==> config.mk <==
export PLATFORM = sky130hd
export DESIGN_NAME = bytewise_reflected_crc
export DESIGN_NICKNAME = d
export VERILOG_FILES = /design/src/sv/brc_pkg.sv /design/src/sv/brc_fold.sv /design/src/sv/bytewise_reflected_crc.sv
export SDC_FILE = /design/constraint.sdc
export NUM_CORES = 1
export LEC_CHECK = 0
export BUFFER_PORTS_ARGS = -buffer_cell sky130_fd_sc_hd__buf_2
export CAP_MARGIN = 30
export CORE_ASPECT_RATIO = 0.75
export CORE_MARGIN = 8
export CORE_UTILIZATION = 30
export DETAILED_ROUTE_END_ITERATION = 8
export GPL_TIMING_DRIVEN = 0
export PLACE_DENSITY = 0.47
export SETUP_SLACK_MARGIN = 0.1
export SLEW_MARGIN = 10
export SYNTH_ARGS = -nofsm -noshare
export SYNTH_HDL_FRONTEND = slang
export SYNTH_HIERARCHICAL = 1
export SYNTH_SLANG_ARGS = --single-unit
==> constraint.sdc <==
create_clock -name clk -period 12.6 [get_ports clk]
set_input_delay 2.52 -clock clk [delete_from_list [all_inputs] [get_ports clk]]
set_output_delay 2.52 -clock clk [all_outputs]
set_load 0.005 [all_outputs]
==> src/sv/brc_pkg.sv <==
// ----------------------------------------------------------------------------
// brc_pkg: shared types and constants for the bytewise reflected crc
// Word layouts, width mode codes, polynomials and masks.
// ----------------------------------------------------------------------------
package brc_pkg;

  localparam int CrcW = 32;

  // width mode codes
  localparam logic [1:0] WIDTH_32 = 2'd0;
  localparam logic [1:0] WIDTH_16 = 2'd1;
  localparam logic [1:0] WIDTH_5  = 2'd2;

  localparam logic [CrcW-1:0] POLY_W32 = 32'hEDB8_8320;
  localparam logic [CrcW-1:0] POLY_W16 = 32'h0000_1021;
  localparam logic [CrcW-1:0] POLY_W5  = 32'h0000_0005;
  localparam logic [CrcW-1:0] MASK_W32 = 32'hFFFF_FFFF;
  localparam logic [CrcW-1:0] MASK_W16 = 32'h0000_FFFF;
  localparam logic [CrcW-1:0] MASK_W5  = 32'h0000_001F;

  typedef struct packed {
    logic [7:0]      data_byte;
    logic            last_byte;
    logic [CrcW-1:0] expected_crc;
  } in_word_t;

  typedef struct packed {
    logic [CrcW-1:0] crc_value;
    logic            crc_match;
  } out_word_t;

  // the unused mode code falls back to 32-bit
  function automatic logic [CrcW-1:0] sel_poly(input logic [1:0] mode);
    logic [CrcW-1:0] poly;
    unique case (mode)
      WIDTH_16: poly = POLY_W16;
      WIDTH_5:  poly = POLY_W5;
      default:  poly = POLY_W32;
    endcase
    return poly;
  endfunction

  function automatic logic [CrcW-1:0] sel_mask(input logic [1:0] mode);
    logic [CrcW-1:0] mask;
    unique case (mode)
      WIDTH_16: mask = MASK_W16;
      WIDTH_5:  mask = MASK_W5;
      default:  mask = MASK_W32;
    endcase
    return mask;
  endfunction

endpackage

==> src/sv/brc_fold.sv <==
// ----------------------------------------------------------------------------
// brc_fold: one-byte crc update
// Folds a byte into the crc with eight unrolled shift/xor steps.
// ----------------------------------------------------------------------------
module brc_fold import brc_pkg::*; (
  input  logic [CrcW-1:0] crc,
  input  logic [7:0]      data_byte,
  input  logic [1:0]      width_mode,
  output logic [CrcW-1:0] crc_next
);

  logic [CrcW-1:0] poly;

  assign poly = sel_poly(width_mode);

  always_comb begin
    logic [CrcW-1:0] acc;
    acc = crc ^ {{(CrcW-8){1'b0}}, data_byte};
    for (int k = 0; k < 8; k++) begin
      if (acc[0]) begin
        acc = (acc >> 1) ^ poly;
      end else begin
        acc = acc >> 1;
      end
    end
    crc_next = acc;
  end

endmodule

==> src/sv/bytewise_reflected_crc.sv <==
// ----------------------------------------------------------------------------
// bytewise_reflected_crc: byte-serial reflected crc, 32/16/5-bit width modes
// Input register, eight-step fold, result register on the last byte.
// ----------------------------------------------------------------------------
// a last byte passes the input register, then the result register, to its result word
// throughput: 1 byte per cycle, set by the single fold between input register
//   and crc register; stalls only while a result word waits at the output
// reset: synchronous, clears both stages, mode = 32-bit, crc = all ones
// a config write reloads the crc with the new mode's mask
module bytewise_reflected_crc import brc_pkg::*; (
  input  logic      clk,
  input  logic      rst,
  // byte stream
  input  logic      in_valid,
  output logic      in_ready,
  input  in_word_t  in_data,
  // result words
  output logic      out_valid,
  input  logic      out_ready,
  output out_word_t out_data,
  // width mode register
  input  logic       cfg_valid,
  output logic       cfg_ready,
  input  logic [1:0] cfg_data
);

  logic [1:0]      width_mode;
  logic [CrcW-1:0] running_crc;

  // input stage
  in_word_t in_q;
  logic     in_q_valid;

  // result stage
  out_word_t out_q;
  logic      out_q_valid;

  logic            advance;
  logic [CrcW-1:0] folded;
  logic [CrcW-1:0] mask;
  logic [CrcW-1:0] result;

  // a non-last byte never needs the result register, so only a last byte
  // can be held back by a waiting result word
  assign advance   = in_q_valid && (!in_q.last_byte || !out_q_valid || out_ready);
  assign in_ready  = !in_q_valid || advance;
  assign cfg_ready = 1'b1;

  assign out_valid = out_q_valid;
  assign out_data  = out_q;

  brc_fold u_fold (
    .crc        (running_crc),
    .data_byte  (in_q.data_byte),
    .width_mode (width_mode),
    .crc_next   (folded)
  );

  assign mask   = sel_mask(width_mode);
  assign result = folded ^ mask;

  // control state
  always_ff @(posedge clk) begin
    if (rst) begin
      width_mode  <= WIDTH_32;
      running_crc <= MASK_W32;
      in_q_valid  <= 1'b0;
      out_q_valid <= 1'b0;
    end else begin
      if (in_ready) begin
        in_q_valid <= in_valid;
      end
      if (out_q_valid && out_ready) begin
        out_q_valid <= 1'b0;
      end
      if (advance && in_q.last_byte) begin
        out_q_valid <= 1'b1;
      end
      // mode write abandons the message in progress
      if (cfg_valid) begin
        width_mode  <= cfg_data;
        running_crc <= sel_mask(cfg_data);
      end else if (advance) begin
        // last byte reloads the mask for the next message
        running_crc <= in_q.last_byte ? mask : folded;
      end
    end
  end

  // payload registers
  always_ff @(posedge clk) begin
    if (in_ready && in_valid) begin
      in_q <= in_data;
    end
    if (advance && in_q.last_byte) begin
      out_q.crc_value <= result;
      out_q.crc_match <= (result == in_q.expected_crc);
    end
  end

endmodule

==> run_results.csv, run 1 <==
group,metric,value,unit
outcome,status,"finished clean",
clock_tree,htreeDepth,3,
sta,clock.fmax,160,MHz
logic_synthesis,syn_area_per_cell,10.5,µm²
die,floorplan.initialDensity,30.7,%
global_routing,grt_max_degree,26,
die,die_w,186,µm
drt,drt-pass1-iter-count,5,
die,dieArea,26700,µm²
clock_tree,cts_sinks,110,
job,maxCapViolCount,0,
sta,slew_headroom,42.3,%
drt,ant_nets,0,
worst_setup_path,worst_setup_path_start_kind,"register",
logic_synthesis,synth_seq_cells,110,
logic_synthesis,ys_types,71,
logic_synthesis,synth_edf_count,74,
worst_setup_path,r2r_setup_slack,6.36,ns
drt,wl,18900,µm
power,pwr-share-seq,33.8,%
sta,slew_viol_final,0,
placed_design,io_buffers,81,
global_routing,antenna_found_initial,0,
logic_synthesis,synth_warnings,6,
clock_tree,clk_pin_slew,0.08,ns
sta,rsz0062_at_grt,"no",
global_routing,met2_usage,20.8,%
hold_path,holdCritStartpoint,"running_crc[30]",
layout,final-seq-area,2940,µm²
power,leakagePower,2.84,nW
layout,drive_gt1_share,20.7,%
sta,hold_viol,0,
drt,wl_per_cell,18.7,µm
power,p_sw,0.000534,W
clock_tree,postCtsHoldBufs,0,
sta,post-route-period-util,49.5,%
hold_path,holdCritPathClass,"reg -> reg",
global_routing,use_met3,3.51,%
sta,finClkSkew,0.0123,ns
logic_synthesis,ys_dominant_reg_cell,"edfxtp_1",
global_routing,grt.met1_usage,20.9,%
logic_synthesis,async_reset_ff_share,0,%
drt,drc,0,
layout,area_growth,17.5,%
die,die_h,143,µm
clock_tree,post-cts-setup-buffers,0,
power,internal-power,0.000801,W
logic_synthesis,synth-seq-area-share,45.3,%
worst_setup_path,worst_ep_required_time,12.75,ns
drt,drt_iter0_markers,364,
power,power_density,175,nW/µm²
global_routing,grt_remaining_overflow,0,
clock_tree,cts.path.max_buffers,2,
drt,vias,4959,
worst_setup_path,end_kind,"register",
clock_tree,cts_root_buf,"clkbuf_16",
power,power,0.00134,W
placed_design,dpl.hpwl,14700,µm
drt,via_per_inst,4.91,
sta,fin_tns_setup,0,ns
power,p_clk_share,21.0,%
layout,nFillCells,2205,
placed_design,gp_congestion,0.835,
worst_setup_path,regToRegStartpoint,"width_mode[0]",
logic_synthesis,syn-cell-area,6490,µm²
die,row_count,46,
die,io_pins,84,
power,p_comb_share,45.2,%
global_routing,grt_pass1_vias,4883,
sta,period_needed,6.24,ns
worst_setup_path,r2r_end,"out_data[0]",
clock_tree,clk_latency,0.36,ns
logic_synthesis,syn_nets,675,
hold_path,holdPathStages,2,
worst_setup_path,cp.arrival,6.39,ns
die,core_area,21200,µm²
clock_tree,ctsResizeCount,0,
clock_tree,cts_tree,"done",
worst_setup_path,crit_type,"reg -> reg",
power,swShare,40.0,%
clock_tree,numCtsBuffers,9,
layout,multi_input_area,3290,µm²
worst_setup_path,r2r.worst_path.cells,22,
global_routing,grt_pass1_wl,28600,µm
layout,nets,770,
power,vdd_drop_max,0.0000809,V
sta,setup_viol,0,
logic_synthesis,syn_inst,621,
global_routing,grtUsageTotal,14.2,%
global_routing,grt.busiest_layer,"met1",
hold_path,worstHoldEndpoint,"running_crc[30]",
worst_setup_path,cp_max_fo,10,
sta,max_slew.worst_pin.slew,0.860,ns
through the flow:
step           utilization (%)  std cells  hold WS [ns]  instance area, µm²  setup WS (ns)
2_1_floorplan                -        621         0.483                6490           7.24
3_3_place_gp              34.3        990         0.508                7260           6.25
3_5_place_dp              34.6        993         0.510                7330           6.39
4_1_cts                   36.0       1009         0.532                7620           6.35
5_1_grt                   36.0       1009         0.553                7620           6.01
6_report                  36.0       1010         0.528                7630           6.36
Yosys cell counts, types with 8 or more instances:
cell type,n,area (µm²)
edfxtp_1,74,2220
dfxtp_1,36,721
nor3_1,10,50.1
mux2i_1,8,80.1
o22ai_1,8,50.1
o21bai_1,18,135
nand3_1,20,100
inv_1,26,97.6
o21ai_0,20,100
xor2_1,49,429
clkbuf_1,14,52.6
nor2_1,45,169
xnor2_1,75,657
nand2_1,46,173
a211oi_1,19,143
a31oi_1,8,50.1
a21oi_1,16,80.1
nand2b_1,18,113
buf_4,8,60.1
cell type report:
type	count	share of cell area, %
Clock buffer	9	2.95
Sequential cell	110	38.6
Inverter	26	1.28
Tap cell	288	4.72
Multi-Input combinational cell	451	43.1
Buffer	34	2.48
Antenna cell	1	0.0328
Timing Repair Buffer	84	6.00
Clock inverter	7	0.869
routing by layer:
layer | wire length, µm | vias to the layer above
met3 | 1100 | 16
met1 | 9610 | 2389
met4 | 203 | 0
met2 | 7980 | 154
met5 | 0 | -
li1 | - | 2400
cell families after synthesis:
kind of cell,Yosys count,synth area share [%]
xor gates and xnor gates,135,20.0
and+or+nand+nor,168,12.5
adders and majority gates,6,1.16
other,1,0.0578
AOI/OAI and AO/OA,130,14.6
DFF,110,45.3
buffers and inverters,60,4.41
muxes,11,1.85
power by group through the flow:
stage	Combinational [W]	Sequential (W)	Clock, W
floorplan	0.000424	0.000459	0
global placement	0.000591	0.000460	0
detailed placement	0.000596	0.000460	0
CTS	0.000602	0.000452	0.000291
global route	0.000655	0.000455	0.000304
finish	0.000603	0.000452	0.000281
placed cells by master, fill, tap and decap left out, types with 3 or more instances in the layout:
| master | synthesis | routed |
|---|---|---|
| ha_1 | 6 | 6 |
| nor4_1 | 5 | 5 |
| o31ai_1 | 3 | 3 |
| clkbuf_16 | 0 | 9 |
| nand2_1 | 46 | 46 |
| dfxtp_1 | 36 | 36 |
| a221oi_1 | 4 | 4 |
| o21bai_1 | 18 | 18 |
| xnor2_1 | 75 | 75 |
| nand4b_1 | 3 | 3 |
| nand4_1 | 5 | 5 |
| a21oi_1 | 16 | 16 |
| nand3_1 | 20 | 20 |
| nand2b_1 | 18 | 18 |
| nor2_1 | 45 | 44 |
| a211oi_1 | 19 | 19 |
| o22ai_1 | 8 | 8 |
| a31oi_1 | 8 | 7 |
| a22oi_1 | 4 | 4 |
| inv_1 | 26 | 26 |
| o21ai_0 | 20 | 20 |
| buf_4 | 8 | 8 |
| xor2_1 | 49 | 49 |
| buf_2 | 7 | 89 |
| a21o_1 | 3 | 3 |
| xnor2_2 | 7 | 7 |
| o21ai_1 | 3 | 3 |
| edfxtp_1 | 74 | 74 |
| clkbuf_1 | 14 | 14 |
| mux2i_1 | 8 | 8 |
| nor3_1 | 10 | 10 |
| buf_6 | 3 | 3 |
worst max-delay path, stage by stage (launching register included):
cell and delay, ns:
dfxtp_1 0.40, inv_1 0.07, ha_1 0.39, clkbuf_1 0.49, inv_1 0.32, nor2_1 0.23, nor3_1 0.09, a221oi_1 0.36
or2_1 0.21, and2_1 0.20, inv_1 0.06, ha_1 0.32, nor2_1 0.07, a31oi_2 0.43, mux2i_1 0.29, xnor2_1 0.21
nand2_1 0.09, xnor2_1 0.70, inv_1 0.11, a221oi_1 0.36, a21o_1 0.13, nand4_1 0.11, a2111oi_2 0.37
worst max-delay path by stage:
stage | start | to | slack (ns)
global route | width_mode[0] | out_data[0] | 6.01
floorplan | out_ready | in_ready | 7.24
CTS | width_mode[0] | out_data[0] | 6.35
finish | width_mode[0] | out_data[0] | 6.36
detailed placement | width_mode[0] | out_data[0] | 6.39
global placement | out_ready | in_q[35] | 6.25
state kept, by name (all words and copies together) (netlist names):
register	cells
out_valid	1
in_q_valid	1
in_q	41
out_data	33
running_crc	32
width_mode	2
Power figures use the tool's default switching activity.
==> inputs of run 2 (changes only) <==
ABC_AREA = 1   (was default)
PLACE_DENSITY = 0.48   (was 0.47)
clock period = 5.63 ns   (was 12.6 ns; I/O delays follow)
==> run_results.csv, run 2 <==
group,metric,value,unit
job,maxCapViolCount,0,
worst_setup_path,crit_type,"reg -> reg",
logic_synthesis,ys_types,41,
layout,final_cell_area,7770,µm²
clock_tree,postCtsHoldBufs,0,
hold_path,holdPathStages,2,
power,leakagePower,3.77,nW
layout,final-seq-area,2940,µm²
clock_tree,post-cts-setup-buffers,0,
drt,drc,0,
logic_synthesis,ys_top_cells_by_count,"nand2_1 (285), inv_1 (98), nand3_1 (83)",
layout,mostFrequentLayoutCells,"nand2_1 (285), inv_1 (96), buf_2 (84), nand3_1 (83), edfxtp_1 (74)",
worst_setup_path,worst_setup_path_start_kind,"register",
hold_path,holdCritPathClass,"reg -> reg",
placed_design,gp_congestion,0.861,
worst_setup_path,worst_ep_required_time,5.85,ns
layout,nets,1012,
sta,finClkSkew,0.0101,ns
global_routing,antenna_found_initial,0,
logic_synthesis,synth_edf_count,74,
drt,drt-pass1-iter-count,5,
sta,fin_tns_setup,0,ns
clock_tree,clk_latency,0.37,ns
power,vdd_drop_max,0.000182,V
die,floorplan.initialDensity,30.4,%
placed_design,io_buffers,82,
placed_design,dpl.hpwl,15600,µm
layout,largest-register,"in_q",
global_routing,grt_pass1_wl,30500,µm
logic_synthesis,synth_most_common_cell,"nand2_1",
sta,setup_viol,0,
die,row_count,47,
logic_synthesis,yosysTopAreaCell,"edfxtp_1",
worst_setup_path,r2r_end,"out_data[0]",
worst_setup_path,r2r.worst_path.cells,28,
drt,ant_nets,0,
logic_synthesis,synth_warnings,6,
drt,wl_per_cell,15.6,µm
clock_tree,ctsResizeCount,0,
worst_setup_path,r2r_setup_slack,1.07,ns
worst_setup_path,slowest_delay,0.43,ns
die,dieArea,27400,µm²
logic_synthesis,async_reset_ff_share,0,%
sta,rsz0062_at_grt,"no",
worst_setup_path,cpMaxStageDelayCell,"dfxtp_1",
global_routing,grt_max_degree,34,
drt,wl,19600,µm
worst_setup_path,regToRegStartpoint,"width_mode[0]",
placed_design,pre_cts_slack,1.21,ns
clock_tree,cts.path.max_buffers,2,
layout,drive_gt1_share,18.2,%
sta,worst_slack,1.07,ns
layout,multi_input_area,3120,µm²
sta,clock.fmax,219,MHz
logic_synthesis,synth.top_cell.area_share,33.2,%
clock_tree,htreeDepth,3,
logic_synthesis,syn-cell-area,6690,µm²
sta,slew_viol_final,0,
power,power_density,445,nW/µm²
placed_design,placed_cell_area,7490,µm²
hold_path,holdCritStartpoint,"running_crc[27]",
sta,slew_headroom,49.5,%
clock_tree,cts_sinks,110,
sta,max_slew.worst_pin.slew,0.758,ns
sta,post-route-period-util,81.1,%
sta,worst_hold_slack,0.475,ns
layout,final_common_cell,"nand2_1",
worst_setup_path,cp_max_fo,10,
die,die_h,145,µm
logic_synthesis,synth_seq_cells,110,
logic_synthesis,syn_nets,918,
hold_path,worstHoldEndpoint,"running_crc[27]",
logic_synthesis,synth-seq-area-share,44.0,%
die,core_area,22000,µm²
power,power,0.00346,W
layout,antenna_cells,0,
layout,area_growth,16.2,%
sta,period_needed,4.56,ns
clock_tree,clk_pin_slew,0.07,ns
die,die_w,188,µm
worst_setup_path,end_kind,"register",
layout,nFillCells,2407,
worst_setup_path,cp.arrival,4.79,ns
logic_synthesis,syn_area_per_cell,7.75,µm²
logic_synthesis,ys_dominant_reg_cell,"edfxtp_1",
clock_tree,cts_tree,"done",
global_routing,grtUsageTotal,14.3,%
die,io_pins,84,
logic_synthesis,yosys-top-cells-area,"edfxtp_1 (33%), nand2_1 (16%), dfxtp_1 (11%)",
clock_tree,cts_root_buf,"clkbuf_16",
sta,hold_viol,0,
global_routing,grt_pass1_vias,5407,
drt,drt_iter0_markers,367,
worst_setup_path,critPathMostFrequentCell,"nand2_1",
drt,via_per_inst,4.52,
layout,largest_reg_flops,41,
clock_tree,numCtsBuffers,9,
global_routing,grt_remaining_overflow,0,
drt,vias,5687,
outcome,status,"finished clean",
logic_synthesis,syn_inst,864,
==> run 2: cell types whose count changed in the layout (fill, tap and decap cells not counted), moves of 18 or more <==
cell      before  now
a211oi_1      19    0
xnor2_1       75   18
nand3_1       20   83
inv_1         26   96
nor2_1        44   64
nand2_2        0   18
nand2_1       46  285
nand2b_1      18    0
==> run 2: area by class of cell <==
cell class,instances,area share (%)
Clock inverter,5,0.370
Multi-Input combinational cell,617,40.2
Inverter,112,5.57
Buffer,25,2.48
Sequential cell,110,37.9
Timing Repair Buffer,83,5.54
Tap cell,294,4.73
Clock buffer,11,3.27
==> run 2: worst max path at each step <==
stage / startpoint / to / slack [ns] / cells past startpoint
floorplan: in_q[33] / out_data[0] / 2.19 / 30
global placement: width_mode[0] / out_data[0] / 1.15 / 28
detailed placement: width_mode[0] / out_data[0] / 1.21 / 28
CTS: width_mode[0] / out_data[0] / 1.16 / 28
global route: in_q[33] / out_data[0] / 0.87 / 29
finish: width_mode[0] / out_data[0] / 1.07 / 28
==> run 2: cells by family (layout without fill, tap and decap cells) <==
kind of cell,count (synthesis),after routing,share of synthesized area [%]
other,1,1,0.0560
AND/OR/NAND/NOR,482,482,31.8
AO/OA/AOI/OAI,74,74,6.23
flip-flops,110,110,44.0
adder cells (fa/ha/maj),6,6,1.12
buffers and inverters,137,236,9.35
XOR/XNOR,54,54,7.46
==> run 2: critical path, delay by kind of cell, from the launching register on <==
kind                     cells  cell delay [ns]
flip-flops                   1             0.43
buffers and inverters        4             0.41
XOR/XNOR                     1             0.41
adder cells (fa/ha/maj)      2             0.71
AND/OR/NAND/NOR             21             2.43
==> run 2: stage by stage <==
step,utilization [%],instances
3_5_place_dp,34.1,1241
5_1_grt,35.3,1257
2_1_floorplan,-,864
3_3_place_gp,34.0,1240
6_report,35.3,1257
4_1_cts,35.3,1257
==> run 2: layer usage <==
layer | global-route usage [%] | part of all wire, %
met4 | 2.69 | 0.79
met2 | 19.1 | 38
met1 | 22.5 | 55
met5 | 0 | 0
met3 | 3.64 | 6.4
==> run 2: report_power, final <==
group | leakage, nW | internal [W] | total, W | switching, W
logic | 2.63 | 0.000562 | 0.00180 | 0.00124
clock network | 0.143 | 0.000326 | 0.000627 | 0.000301
registers | 1.00 | 0.000991 | 0.00103 | 0.0000381
==> inputs of run 3 (changes only) <==
ABC_AREA = 0   (was 1)
PLACE_DENSITY = 0.47   (was 0.48)
clock period = 4.3 ns   (was 5.63 ns; I/O delays follow)
==> run_results.csv, run 3 (synthesized netlist as in run 1, its figures left out) <==
group,metric,value,unit
placed_design,pre_cts_slack,-1.30,ns
placed_design,gp_congestion,0.837,
clock_tree,cts_tree,"done",
die,floorplan.initialDensity,30.7,%
layout,mostFrequentLayoutCells,"buf_2 (86), edfxtp_1 (74), xnor2_1 (52), xor2_1 (44)",
power,vdd_drop_max,0.000261,V
sta,finClkSkew,0.0107,ns
hold_path,holdCritPathClass,"reg -> reg",
clock_tree,clk_latency,0.36,ns
clock_tree,cts_sinks,110,
sta,period_needed,4.82,ns
worst_setup_path,crit_type,"reg -> reg",
clock_tree,cts.path.max_buffers,2,
placed_design,io_buffers,81,
layout,area_growth,32.0,%
outcome,failed_checks,"negative setup slack",
drt,wl,19500,µm
placed_design,placed_cell_area,7460,µm²
worst_setup_path,cp.arrival,4.98,ns
sta,slew_headroom,40.6,%
sta,worst_slack,-0.518,ns
die,die_h,143,µm
layout,final-seq-area,2950,µm²
global_routing,grt_remaining_overflow,0,
clock_tree,clk_pin_slew,0.08,ns
layout,antenna_cells,0,
sta,post-route-period-util,112,%
layout,largest_reg_flops,41,
power,leakagePower,3.22,nW
drt,drt-pass1-iter-count,6,
power,power_density,531,nW/µm²
sta,clock.fmax,208,MHz
sta,rsz0062_at_grt,"yes",
clock_tree,numCtsBuffers,9,
worst_setup_path,worst_setup_path_start_kind,"register",
outcome,status,"finished, violations left",
sta,setup_viol,1,
sta,max_slew.worst_pin.slew,0.884,ns
worst_setup_path,worst_ep_required_time,4.46,ns
layout,final_common_cell,"buf_2",
layout,nFillCells,2106,
drt,wl_per_cell,18.6,µm
drt,drt_iter0_markers,396,
die,core_area,21200,µm²
global_routing,grtUsageTotal,14.3,%
worst_setup_path,end_kind,"register",
sta,hold_viol,0,
die,dieArea,26700,µm²
die,io_pins,84,
drt,ant_nets,0,
layout,drive_gt1_share,34.0,%
drt,drc,0,
global_routing,antenna_found_initial,1,
layout,largest-register,"in_q",
clock_tree,cts_root_buf,"clkbuf_16",
layout,multi_input_area,3860,µm²
worst_setup_path,cp_max_fo,6,
clock_tree,htreeDepth,3,
global_routing,grt_pass1_vias,4863,
global_routing,grt_max_degree,26,
power,power,0.00455,W
layout,nets,807,
global_routing,grt_pass1_wl,28700,µm
die,row_count,46,
job,maxCapViolCount,0,
layout,final_cell_area,8570,µm²
drt,via_per_inst,4.85,
die,die_w,186,µm
placed_design,dpl.hpwl,14500,µm
drt,vias,5075,
sta,slew_viol_final,0,
==> run 3: layer usage <==
layer  vias up  GRT usage (%)  wire (µm)  share of wire (%)
met5         -              0         12              0.062
met4         2           3.00        172               0.88
met3        15           3.91       1280                6.6
met2       154           20.3       8170                 42
met1      2444           21.2       9820                 50
li1       2460              -          -                  -
==> run 3: final timing paths <==
check / start / to / slack (ns) / cells past startpoint
max: in_q[33] / out_data[0] / -0.52 / 19
min: running_crc[5] / running_crc[5] / 0.52 / 2
max reg2reg: in_q[33] / out_data[0] / -0.52 / 19
min reg2reg: running_crc[5] / running_crc[5] / 0.52 / 2
==> run 3: what timing repair did <==
action                     4_1_cts  5_1_grt
setup endpoints to repair       47       31
buffers inserted                14       22
gates resized for setup         46       44
cloned                           1        0
pin swaps                       22       24
hold buffers                     0        0
==> run 3: stage by stage <==
stage / TNS, ns / util, % / std cells / hold WS, ns
6_report: -0.518 / 40.5 / 1046 / 0.521
3_5_place_dp: -8.23 / 35.2 / 993 / 0.507
2_1_floorplan: -0.130 / - / 621 / 0.483
4_1_cts: -0.573 / 38.5 / 1024 / 0.529
3_3_place_gp: -25.80 / 34.8 / 990 / 0.505
5_1_grt: -0.698 / 40.5 / 1046 / 0.542
==> run 3: cell type report <==
| type | count | share of cell area, % |
|---|---|---|
| clock inverter | 6 | 0.672 |
| multi-input combinational | 451 | 45.1 |
| sequential | 110 | 34.4 |
| tap | 288 | 4.20 |
| buffer | 34 | 2.47 |
| clock buffer | 10 | 2.67 |
| inverter | 26 | 1.21 |
| timing repair buffer | 121 | 9.27 |
==> run 3: worst max-delay path, stage by stage (launching register included) <==
cell	delay [ns]
edfxtp_1	0.43
buf_4	0.18
xnor2_4	0.25
xnor3_2	0.40
o21ba_1	0.21
a211oi_4	0.39
a22oi_4	0.18
xnor2_2	0.27
mux2i_4	0.42
buf_6	0.19
buf_6	0.10
buf_6	0.10
xnor2_4	0.11
nand2_2	0.11
xnor2_4	0.33
xor2_2	0.21
nand2_1	0.07
nor4_1	0.18
o22ai_1	0.19
a2111oi_2	0.31
==> run 3: power by group <==
part           total [W]  switching, W  internal (W)
combinational    0.00239       0.00131       0.00108
clock           0.000828      0.000422      0.000406
sequential       0.00133     0.0000536       0.00128
total            0.00455       0.00179       0.00276
